===== src/rtl/mrc_pkg.sv =====
`timescale 1ns / 1ps
`default_nettype none
// ----------------------------------------------------------------------------
// mrc_pkg
// Shared types, constants and the CRC-16 byte update for the Modbus RTU
// read-input-registers reply checker.
// ----------------------------------------------------------------------------
package mrc_pkg;

  localparam int unsigned MAX_REGS = 125;

  localparam logic [15:0] CRC_INIT      = 16'hFFFF;
  localparam logic [15:0] CRC_POLY      = 16'hA001;
  localparam logic [7:0]  FUNC_READ_IN  = 8'h04;
  localparam logic [8:0]  HDR_TRL_LEN   = 9'd5;
  localparam logic [7:0]  POS_SAT       = 8'hFF;

  // Configuration register indexes
  localparam logic CFG_SLAVE_ADDRESS  = 1'b0;
  localparam logic CFG_REG_CNT        = 1'b1;

  typedef enum logic [2:0] {
    ST_OK          = 3'd0,
    ST_TOO_SHORT   = 3'd1,
    ST_CRC_ERROR   = 3'd2,
    ST_WRONG_SLAVE = 3'd3,
    ST_EXCEPTION   = 3'd4,
    ST_MALFORMED   = 3'd5
  } status_t;

  typedef struct packed {
    status_t    status;
    logic [7:0] exc_code;
  } result_t;

  // One byte of the reflected CRC-16, unrolled over eight bit steps
  function automatic logic [15:0] crc16_byte(input logic [15:0] crc_in,
                                             input logic [7:0] data);
    logic [15:0] c;
    c = crc_in ^ {8'h00, data};
    for (int k = 0; k < 8; k++) begin
      if (c[0]) begin
        c = (c >> 1) ^ CRC_POLY;
      end else begin
        c = c >> 1;
      end
    end
    return c;
  endfunction

endpackage
`default_nettype wire


===== src/rtl/mrc_frame_chk.sv =====
`timescale 1ns / 1ps
`default_nettype none
// ----------------------------------------------------------------------------
// mrc_frame_chk
// Per-frame state of one reply: position, running CRC, captured header
// fields and CRC check flags. Gives the status on the final word.
// ----------------------------------------------------------------------------
module mrc_frame_chk
  import mrc_pkg::*;
(
  input  wire logic       clk,
  input  wire logic       rst_n,
  input  wire logic       step,
  input  wire logic [7:0] rx_byte,
  input  wire logic       frame_end,
  input  wire logic [7:0] slave_address,
  input  wire logic [6:0] reg_cnt,
  output result_t         result
);

  logic [7:0]  pos_r,        pos_nxt;
  logic [15:0] crc_r,        crc_nxt;
  logic        exc_seen_r,   exc_seen_nxt;
  logic        slave_ok_r,   slave_ok_nxt;
  logic        hdr_ok_r,     hdr_ok_nxt;
  logic [7:0]  held_code_r,  held_code_nxt;
  logic [7:0]  crc_low_r,    crc_low_nxt;
  logic [15:0] snap_crc_r,   snap_crc_nxt;
  logic        exc_good_r,   exc_good_nxt;
  logic        norm_good_r,  norm_good_nxt;

  logic [8:0]  exp_frame_len;
  logic [8:0]  pos_p1;
  logic [8:0]  pos_p2;
  logic        live;
  logic        rx_crc_match;

  assign exp_frame_len = HDR_TRL_LEN + {1'b0, reg_cnt, 1'b0};
  assign pos_p1        = {1'b0, pos_r} + 9'd1;
  assign pos_p2        = {1'b0, pos_r} + 9'd2;
  assign live          = (pos_r != POS_SAT);
  assign rx_crc_match  = (snap_crc_r == {rx_byte, crc_low_r});

  // Field capture for this word
  always_comb begin
    pos_nxt       = pos_r;
    crc_nxt       = crc_r;
    exc_seen_nxt  = exc_seen_r;
    slave_ok_nxt  = slave_ok_r;
    hdr_ok_nxt    = hdr_ok_r;
    held_code_nxt = held_code_r;
    crc_low_nxt   = crc_low_r;
    snap_crc_nxt  = snap_crc_r;
    exc_good_nxt  = exc_good_r;
    norm_good_nxt = norm_good_r;
    if (live) begin
      if (pos_r == 8'd0) begin
        slave_ok_nxt = (rx_byte == slave_address);
      end
      if (pos_r == 8'd1) begin
        exc_seen_nxt = rx_byte[7];
        hdr_ok_nxt   = (rx_byte == FUNC_READ_IN);
      end
      if (pos_r == 8'd2) begin
        held_code_nxt = rx_byte;
        hdr_ok_nxt    = hdr_ok_r && (rx_byte == {reg_cnt, 1'b0});
      end
      // CRC low byte arrives: snapshot the CRC of the bytes before it
      if (pos_r == 8'd3 || pos_p2 == exp_frame_len) begin
        snap_crc_nxt = crc_r;
        crc_low_nxt  = rx_byte;
      end
      if (pos_r == 8'd4) begin
        exc_good_nxt = rx_crc_match;
      end
      if (pos_p1 == exp_frame_len) begin
        norm_good_nxt = rx_crc_match;
      end
      crc_nxt = crc16_byte(crc_r, rx_byte);
      pos_nxt = pos_p1[7:0];
    end
  end

  // Decision on the final word, using the state as updated by it
  always_comb begin
    result.status   = ST_OK;
    result.exc_code = 8'h00;
    if (pos_r >= 8'd4 && exc_seen_nxt) begin
      if (exc_good_nxt) begin
        result.status   = ST_EXCEPTION;
        result.exc_code = held_code_nxt;
      end else begin
        result.status = ST_CRC_ERROR;
      end
    end else if ({25'd0, reg_cnt} > MAX_REGS || pos_p1 < exp_frame_len) begin
      result.status = ST_TOO_SHORT;
    end else if (!norm_good_nxt) begin
      result.status = ST_CRC_ERROR;
    end else if (!slave_ok_nxt) begin
      result.status = ST_WRONG_SLAVE;
    end else if (!hdr_ok_nxt) begin
      result.status = ST_MALFORMED;
    end
  end

  // Frame state; cleared on reset and after each final word
  always_ff @(posedge clk) begin
    if (!rst_n || (step && frame_end)) begin
      pos_r       <= 8'd0;
      crc_r       <= CRC_INIT;
      exc_seen_r  <= 1'b0;
      slave_ok_r  <= 1'b0;
      hdr_ok_r    <= 1'b0;
      held_code_r <= 8'h00;
      crc_low_r   <= 8'h00;
      snap_crc_r  <= 16'h0000;
      exc_good_r  <= 1'b0;
      norm_good_r <= 1'b0;
    end else if (step) begin
      pos_r       <= pos_nxt;
      crc_r       <= crc_nxt;
      exc_seen_r  <= exc_seen_nxt;
      slave_ok_r  <= slave_ok_nxt;
      hdr_ok_r    <= hdr_ok_nxt;
      held_code_r <= held_code_nxt;
      crc_low_r   <= crc_low_nxt;
      snap_crc_r  <= snap_crc_nxt;
      exc_good_r  <= exc_good_nxt;
      norm_good_r <= norm_good_nxt;
    end
  end

endmodule
`default_nettype wire


===== src/rtl/modbus_rtu_response_checker_core.sv =====
`timescale 1ns / 1ps
`default_nettype none
// A final word's status goes through the input register, then the result register.
// Throughput: one word per cycle; the frame logic sits between the input register
// and the result register. A final word waits only if the result register is full
// and stalled. Reset (synchronous, rst_n low) empties both registers, clears frame
// state and loads slave address 1 and register count 2.
// ----------------------------------------------------------------------------
// modbus_rtu_response_checker_core
// Checks a Modbus RTU read-input-registers reply word by word and reports
// one status per frame: ok, too short, CRC error, wrong slave, exception
// or malformed.
// ----------------------------------------------------------------------------
module modbus_rtu_response_checker_core
  import mrc_pkg::*;
(
  input  wire logic       clk,
  input  wire logic       rst_n,
  // configuration
  input  wire logic       cfg_we,
  input  wire logic       cfg_index,
  input  wire logic [7:0] cfg_wdata,
  // input channel
  input  wire logic       in_valid,
  output logic            in_stall,
  input  wire logic [7:0] in_rx_byte,
  input  wire logic       in_frame_end,
  // result channel
  output logic            out_valid,
  input  wire logic       out_stall,
  output logic [2:0]      out_status,
  output logic [7:0]      out_exc_code
);

  logic [7:0] slave_address_r;
  logic [6:0] reg_cnt_r;

  logic       s1_valid_r;
  logic [7:0] s1_rx_byte_r;
  logic       s1_frame_end_r;
  logic       s1_go;

  logic       out_valid_r;
  result_t    out_res_r;
  result_t    frame_res;
  logic       out_load;

  // Configuration registers
  always_ff @(posedge clk) begin
    if (!rst_n) begin
      slave_address_r <= 8'd1;
      reg_cnt_r       <= 7'd2;
    end else if (cfg_we) begin
      case (cfg_index)
        CFG_SLAVE_ADDRESS: slave_address_r <= cfg_wdata;
        CFG_REG_CNT:       reg_cnt_r       <= cfg_wdata[6:0];
        default: ;
      endcase
    end
  end

  // Hold a final word only while the result register cannot take it
  assign in_stall = s1_valid_r && s1_frame_end_r && out_valid_r && out_stall;
  assign s1_go    = s1_valid_r && !in_stall;
  assign out_load = s1_go && s1_frame_end_r;

  // Input register
  always_ff @(posedge clk) begin
    if (!rst_n) begin
      s1_valid_r <= 1'b0;
    end else if (in_valid && !in_stall) begin
      s1_valid_r <= 1'b1;
    end else if (s1_go) begin
      s1_valid_r <= 1'b0;
    end
  end

  always_ff @(posedge clk) begin
    if (in_valid && !in_stall) begin
      s1_rx_byte_r   <= in_rx_byte;
      s1_frame_end_r <= in_frame_end;
    end
  end

  mrc_frame_chk u_frame_chk (
    .clk            (clk),
    .rst_n          (rst_n),
    .step           (s1_go),
    .rx_byte        (s1_rx_byte_r),
    .frame_end      (s1_frame_end_r),
    .slave_address  (slave_address_r),
    .reg_cnt        (reg_cnt_r),
    .result         (frame_res)
  );

  // Result register
  always_ff @(posedge clk) begin
    if (!rst_n) begin
      out_valid_r <= 1'b0;
    end else if (out_load) begin
      out_valid_r <= 1'b1;
    end else if (!out_stall) begin
      out_valid_r <= 1'b0;
    end
  end

  always_ff @(posedge clk) begin
    if (out_load) begin
      out_res_r <= frame_res;
    end
  end

  assign out_valid    = out_valid_r;
  assign out_status   = out_res_r.status;
  assign out_exc_code = out_res_r.exc_code;

  // A new result only follows a final word leaving the input register
  a_result_from_final: assert property (@(posedge clk) disable iff (!rst_n)
    $rose(out_valid_r) |-> $past(s1_valid_r && s1_frame_end_r))
    else $error("result appeared without a final word");

  // Exception code is zero for every non-exception status
  a_code_only_on_exc: assert property (@(posedge clk) disable iff (!rst_n)
    (out_valid_r && out_res_r.status != ST_EXCEPTION) |-> out_res_r.exc_code == 8'h00)
    else $error("exception code set on non-exception status");

  // The input side waits only behind a final word and a stalled result
  a_stall_cause: assert property (@(posedge clk) disable iff (!rst_n)
    in_stall |-> (s1_valid_r && s1_frame_end_r && out_valid_r))
    else $error("input stalled without a pending final word");

endmodule
`default_nettype wire

===== config.mk =====
export PLATFORM = sky130hd
export DESIGN_NAME = modbus_rtu_response_checker_core
export DESIGN_NICKNAME = d
export VERILOG_FILES = /design/src/rtl/mrc_pkg.sv /design/src/rtl/mrc_frame_chk.sv /design/src/rtl/modbus_rtu_response_checker_core.sv
export SDC_FILE = /design/constraint.sdc
export NUM_CORES = 1
export LEC_CHECK = 0
export ABC_AREA = 0
export ABC_CLOCK_PERIOD_IN_PS = 8100
export BUFFER_PORTS_ARGS = -buffer_cell sky130_fd_sc_hd__buf_2
export CAP_MARGIN = 25
export CORE_UTILIZATION = 55
export CTS_CLUSTER_DIAMETER = 200
export DETAILED_ROUTE_END_ITERATION = 12
export PLACE_DENSITY = 0.83
export SYNTH_ARGS = -nofsm -noshare
export SYNTH_HDL_FRONTEND = slang
export SYNTH_SLANG_ARGS = --single-unit

===== constraint.sdc =====
create_clock -name clk -period 8.1 [get_ports clk]
set_input_delay 0.81 -clock clk [delete_from_list [all_inputs] [get_ports clk]]
set_output_delay 0.81 -clock clk [all_outputs]
set_load 0.005 [all_outputs]

==> flow_summary.ini <==
[critical_path]
r2r_cells = 10
crit_required_ns = 8.23
critPathCapture = out_status[2]
cp.arrival_ns = 3.44
start_kind = flop
reg2reg_from = u_frame_chk.pos_r[0]
worst-setup-path-type = flop to flop
cp_max_fo = 8
crit_path_start = u_frame_chk.pos_r[0]
timing.rr.end = out_status[2]
slowest_stage = or4b_1
slowest_delay_ns = 0.53
rrSetupSlack_ns = 4.79
critPathCaptureType = flop
crit_chain = ha_1 -> nand3_1 -> nor2_1 -> xor2_1 -> ha_1 -> nand3_1 -> or4b_1 -> mux2_1 -> nor3b_1 -> a31o_1

[sta]
min_period_ns = 3.31
setup_viol = 0
slew_violations = 0
postLayoutSetupSlackWorst_ns = 4.79
final.setup.tns_ns = 0
max_slew_margin_pct = 39.8
finClkSkew_ns = 0.00806
fmax_mhz = 302
rsz0062_at_grt = no
post-route-period-util_pct = 40.9
finalHoldViolCount = 0
worst_pin_slew_ns = 0.903

[clock_tree]
clk_pin_slew_ns = 0.10
cts_sinks = 98
clock_path_buffers = 2
cts_root_buf = clkbuf_8
cts_setup_buffers = 0
cts_resized = 0
ctsHtreeMaxLevel = 3
ctsHoldBuffers = 0
numCtsBuffers = 9
cts_tree = yes
clkLatencyLatePin_ns = 0.37

[power_and_ir_drop]
switching_power_w = 0.000272
p_seq_share_pct = 54.1
irDropWorstVdd_mv = 0.148
p_sw_share_pct = 27.4
combinationalPowerShare_pct = 13.5
p_clk_share_pct = 32.4
p_leak_nw = 2.27
power_density_nw_per_um2 = 184
p_int_w = 0.000723

[detailed_routing]
via_per_inst = 5.75
via_count = 3834
wl_mm = 10.4
wl_per_cell_um = 15.6
drc_errors = 0
drtIter0Drc = 286
dr.pass1.iters = 7
antenna_left = 0

[final_layout]
final_nets = 592
area_growth_syn_to_layout_pct = 5.84
num_antenna_cells = 0
layout-drive-gt1-share_pct = 11.1
final_util_pct = 61.3
fillCellCount = 742
multiInputGateArea_um2 = 2680
seqCellArea_um2 = 2160

[logic_synthesis]
synth_top_family_by_area = simple AND/OR/NAND/NOR gates
synthXorXnorAreaFrac_pct = 13.5
synth.cell_area_um2 = 5120
ys_seq_area_share_pct = 42.2
synth-simple-area-share_pct = 19.3
synth_compound_area_share_pct = 8.33
synth_nets = 581
yosys_warnings = 0
ys_types = 54
synthMuxAreaShare_pct = 7.25
yosys.area_share.adder_pct = 3.66
ys_ff_latch = 98
avgSynthCellArea_um2 = 9.43
postSynthCellCount = 543

[run]
cap_violations = 0

[global_route]
grt_max_degree = 43
grt_pass1_vias = 3526
grt_pass1_wl_mm = 17.1
grt_usage_pct = 22.7
antenna_found_initial = 0
grt.overflow.total = 0

[floorplanning]
die_height_um = 98.5
io_pins = 36
die-area_um2 = 9700
initial_core_util_pct = 57.9
die-width_um = 98.5
rows = 34
coreArea_um2 = 8850

[placed_design]
finalWeightedCongestion = 0.944
hpwl_mm = 7.43
place_ws_ns = 4.76
numPortBuffers = 35

[min_path]
min_path_type = flop to flop

[outcome]
run_status = completed
## critical path, delay by kind of cell, from the launching register on
family          cells  cell delay [ns]
simple gates        5             1.22
fa+ha+maj           2             0.53
mux                 1             0.35
compound gates      1             0.22
flops               1             0.51
xor+xnor            1             0.26
## area by class of cell
type | instances | share of cell area (%)
sequential | 98 | 39.9
timing repair buffer | 39 | 4.15
clock inverter | 7 | 1.41
tap | 108 | 2.49
inverter | 6 | 0.415
multi-input combinational | 400 | 49.4
clock buffer | 9 | 2.28
## worst min path at each step
stage                                 from  cells past startpoint                          to
floorplan           u_frame_chk.exc_good_r                      2      u_frame_chk.exc_good_r
global placement    u_frame_chk.exc_good_r                      2      u_frame_chk.exc_good_r
detailed placement  u_frame_chk.exc_good_r                      2      u_frame_chk.exc_good_r
CTS                 u_frame_chk.exc_good_r                      2      u_frame_chk.exc_good_r
global route         u_frame_chk.crc_r[10]                      2  u_frame_chk.snap_crc_r[10]
finish              u_frame_chk.exc_good_r                      2      u_frame_chk.exc_good_r
## power by group through the flow
stage / clock network, W / registers, W / logic (W)
4_1_cts: 0.000325 / 0.000538 / 0.000132
6_report: 0.000323 / 0.000538 / 0.000134
5_1_grt: 0.000345 / 0.000540 / 0.000148
3_5_place_dp: 0 / 0.000549 / 0.000130
2_1_floorplan: 0 / 0.000536 / 0.000113
3_3_place_gp: 0 / 0.000548 / 0.000125
## cell usage after synthesis, drive strengths merged
cell type,number,area (µm²)
edfxtp,20,601
inv,6,22.5
or4b,1,10.0
nor2b,6,37.5
nor4b,1,8.76
nor2,28,105
xnor3,2,45.0
a21oi,7,35.0
xor3,1,23.8
ha,15,188
nor4,2,12.5
a311oi,1,8.76
or3,2,17.5
a211oi,5,37.5
a21boi,14,105
o211ai,12,90.1
a22oi,3,22.5
or4,3,22.5
nand4,13,81.3
a22o,1,8.76
and4b,1,10.0
o21a,4,31.3
nand2b,3,18.8
nand2,107,402
a31o,2,17.5
dfxtp,78,1560
o21ai,6,30.0
nor3,8,45.0
dlygate4sd1,5,43.8
buf,16,161
nand3,27,140
mux2i,36,360
o31a,1,8.76
xnor2,58,508
o221ai,1,8.76
and3,1,6.26
o211a,1,10.0
clkbuf,18,67.6
and2,10,63.8
a31oi,2,12.5
xor2,13,114
nor3b,1,7.51
mux2,1,11.3
## layout by cell type, fill, tap and decap left out, drive strengths merged, types with 5 or more instances in the layout
| cell type | count |
|---|---|
| buf | 39 |
| and2 | 10 |
| nand2 | 107 |
| a21oi | 7 |
| xnor2 | 58 |
| nor3 | 8 |
| ha | 15 |
| nor2 | 28 |
| a211oi | 5 |
| xor2 | 13 |
| a21boi | 14 |
| clkbuf | 9 |
| o211ai | 12 |
| o21ai | 6 |
| nand3 | 27 |
| edfxtp | 20 |
| nand4 | 13 |
| inv | 8 |
| mux2i | 36 |
| nor2b | 6 |
| dfxtp | 78 |
## per-layer routing
metal | vias up | GRT usage [%] | routed length (µm)
met5 | - | 0 | 0
met4 | 0 | 11.0 | 337
met3 | 28 | 4.33 | 493
met2 | 123 | 36.1 | 4840
met1 | 1808 | 29.8 | 4750
li1 | 1875 | - | -
## metrics by stage
stage / total power (W) / hold WS (ns) / cell area [µm²] / cells
2_1_floorplan: 0.000648 / 0.436 / 5120 / 543
3_3_place_gp: 0.000673 / 0.443 / 5190 / 649
3_5_place_dp: 0.000679 / 0.456 / 5210 / 650
4_1_cts: 0.000995 / 0.470 / 5410 / 666
5_1_grt: 0.00103 / 0.489 / 5420 / 667
6_report: 0.000995 / 0.472 / 5420 / 667
## sequential cells by signal, indices dropped and copies added (netlist names), 3 cells and up
register and count:
reg_cnt_r 7, u_frame_chk.pos_r 8, u_frame_chk.held_code_r 8, u_frame_chk.snap_crc_r 16
out_status 3, s1_rx_byte_r 8, out_exc_code 8, u_frame_chk.crc_r 16
slave_address_r 8, u_frame_chk.crc_low_r 8
## logic make-up after synthesis
| logic type | Yosys count |
|---|---|
| DFF | 98 |
| AOI/OAI and AO/OA | 60 |
| buffers and inverters | 45 |
| muxes | 37 |
| adders and majority gates | 15 |
| xor gates and xnor gates | 74 |
| and+or+nand+nor | 214 |
Note: power is estimated with default switching activity, not from simulation.
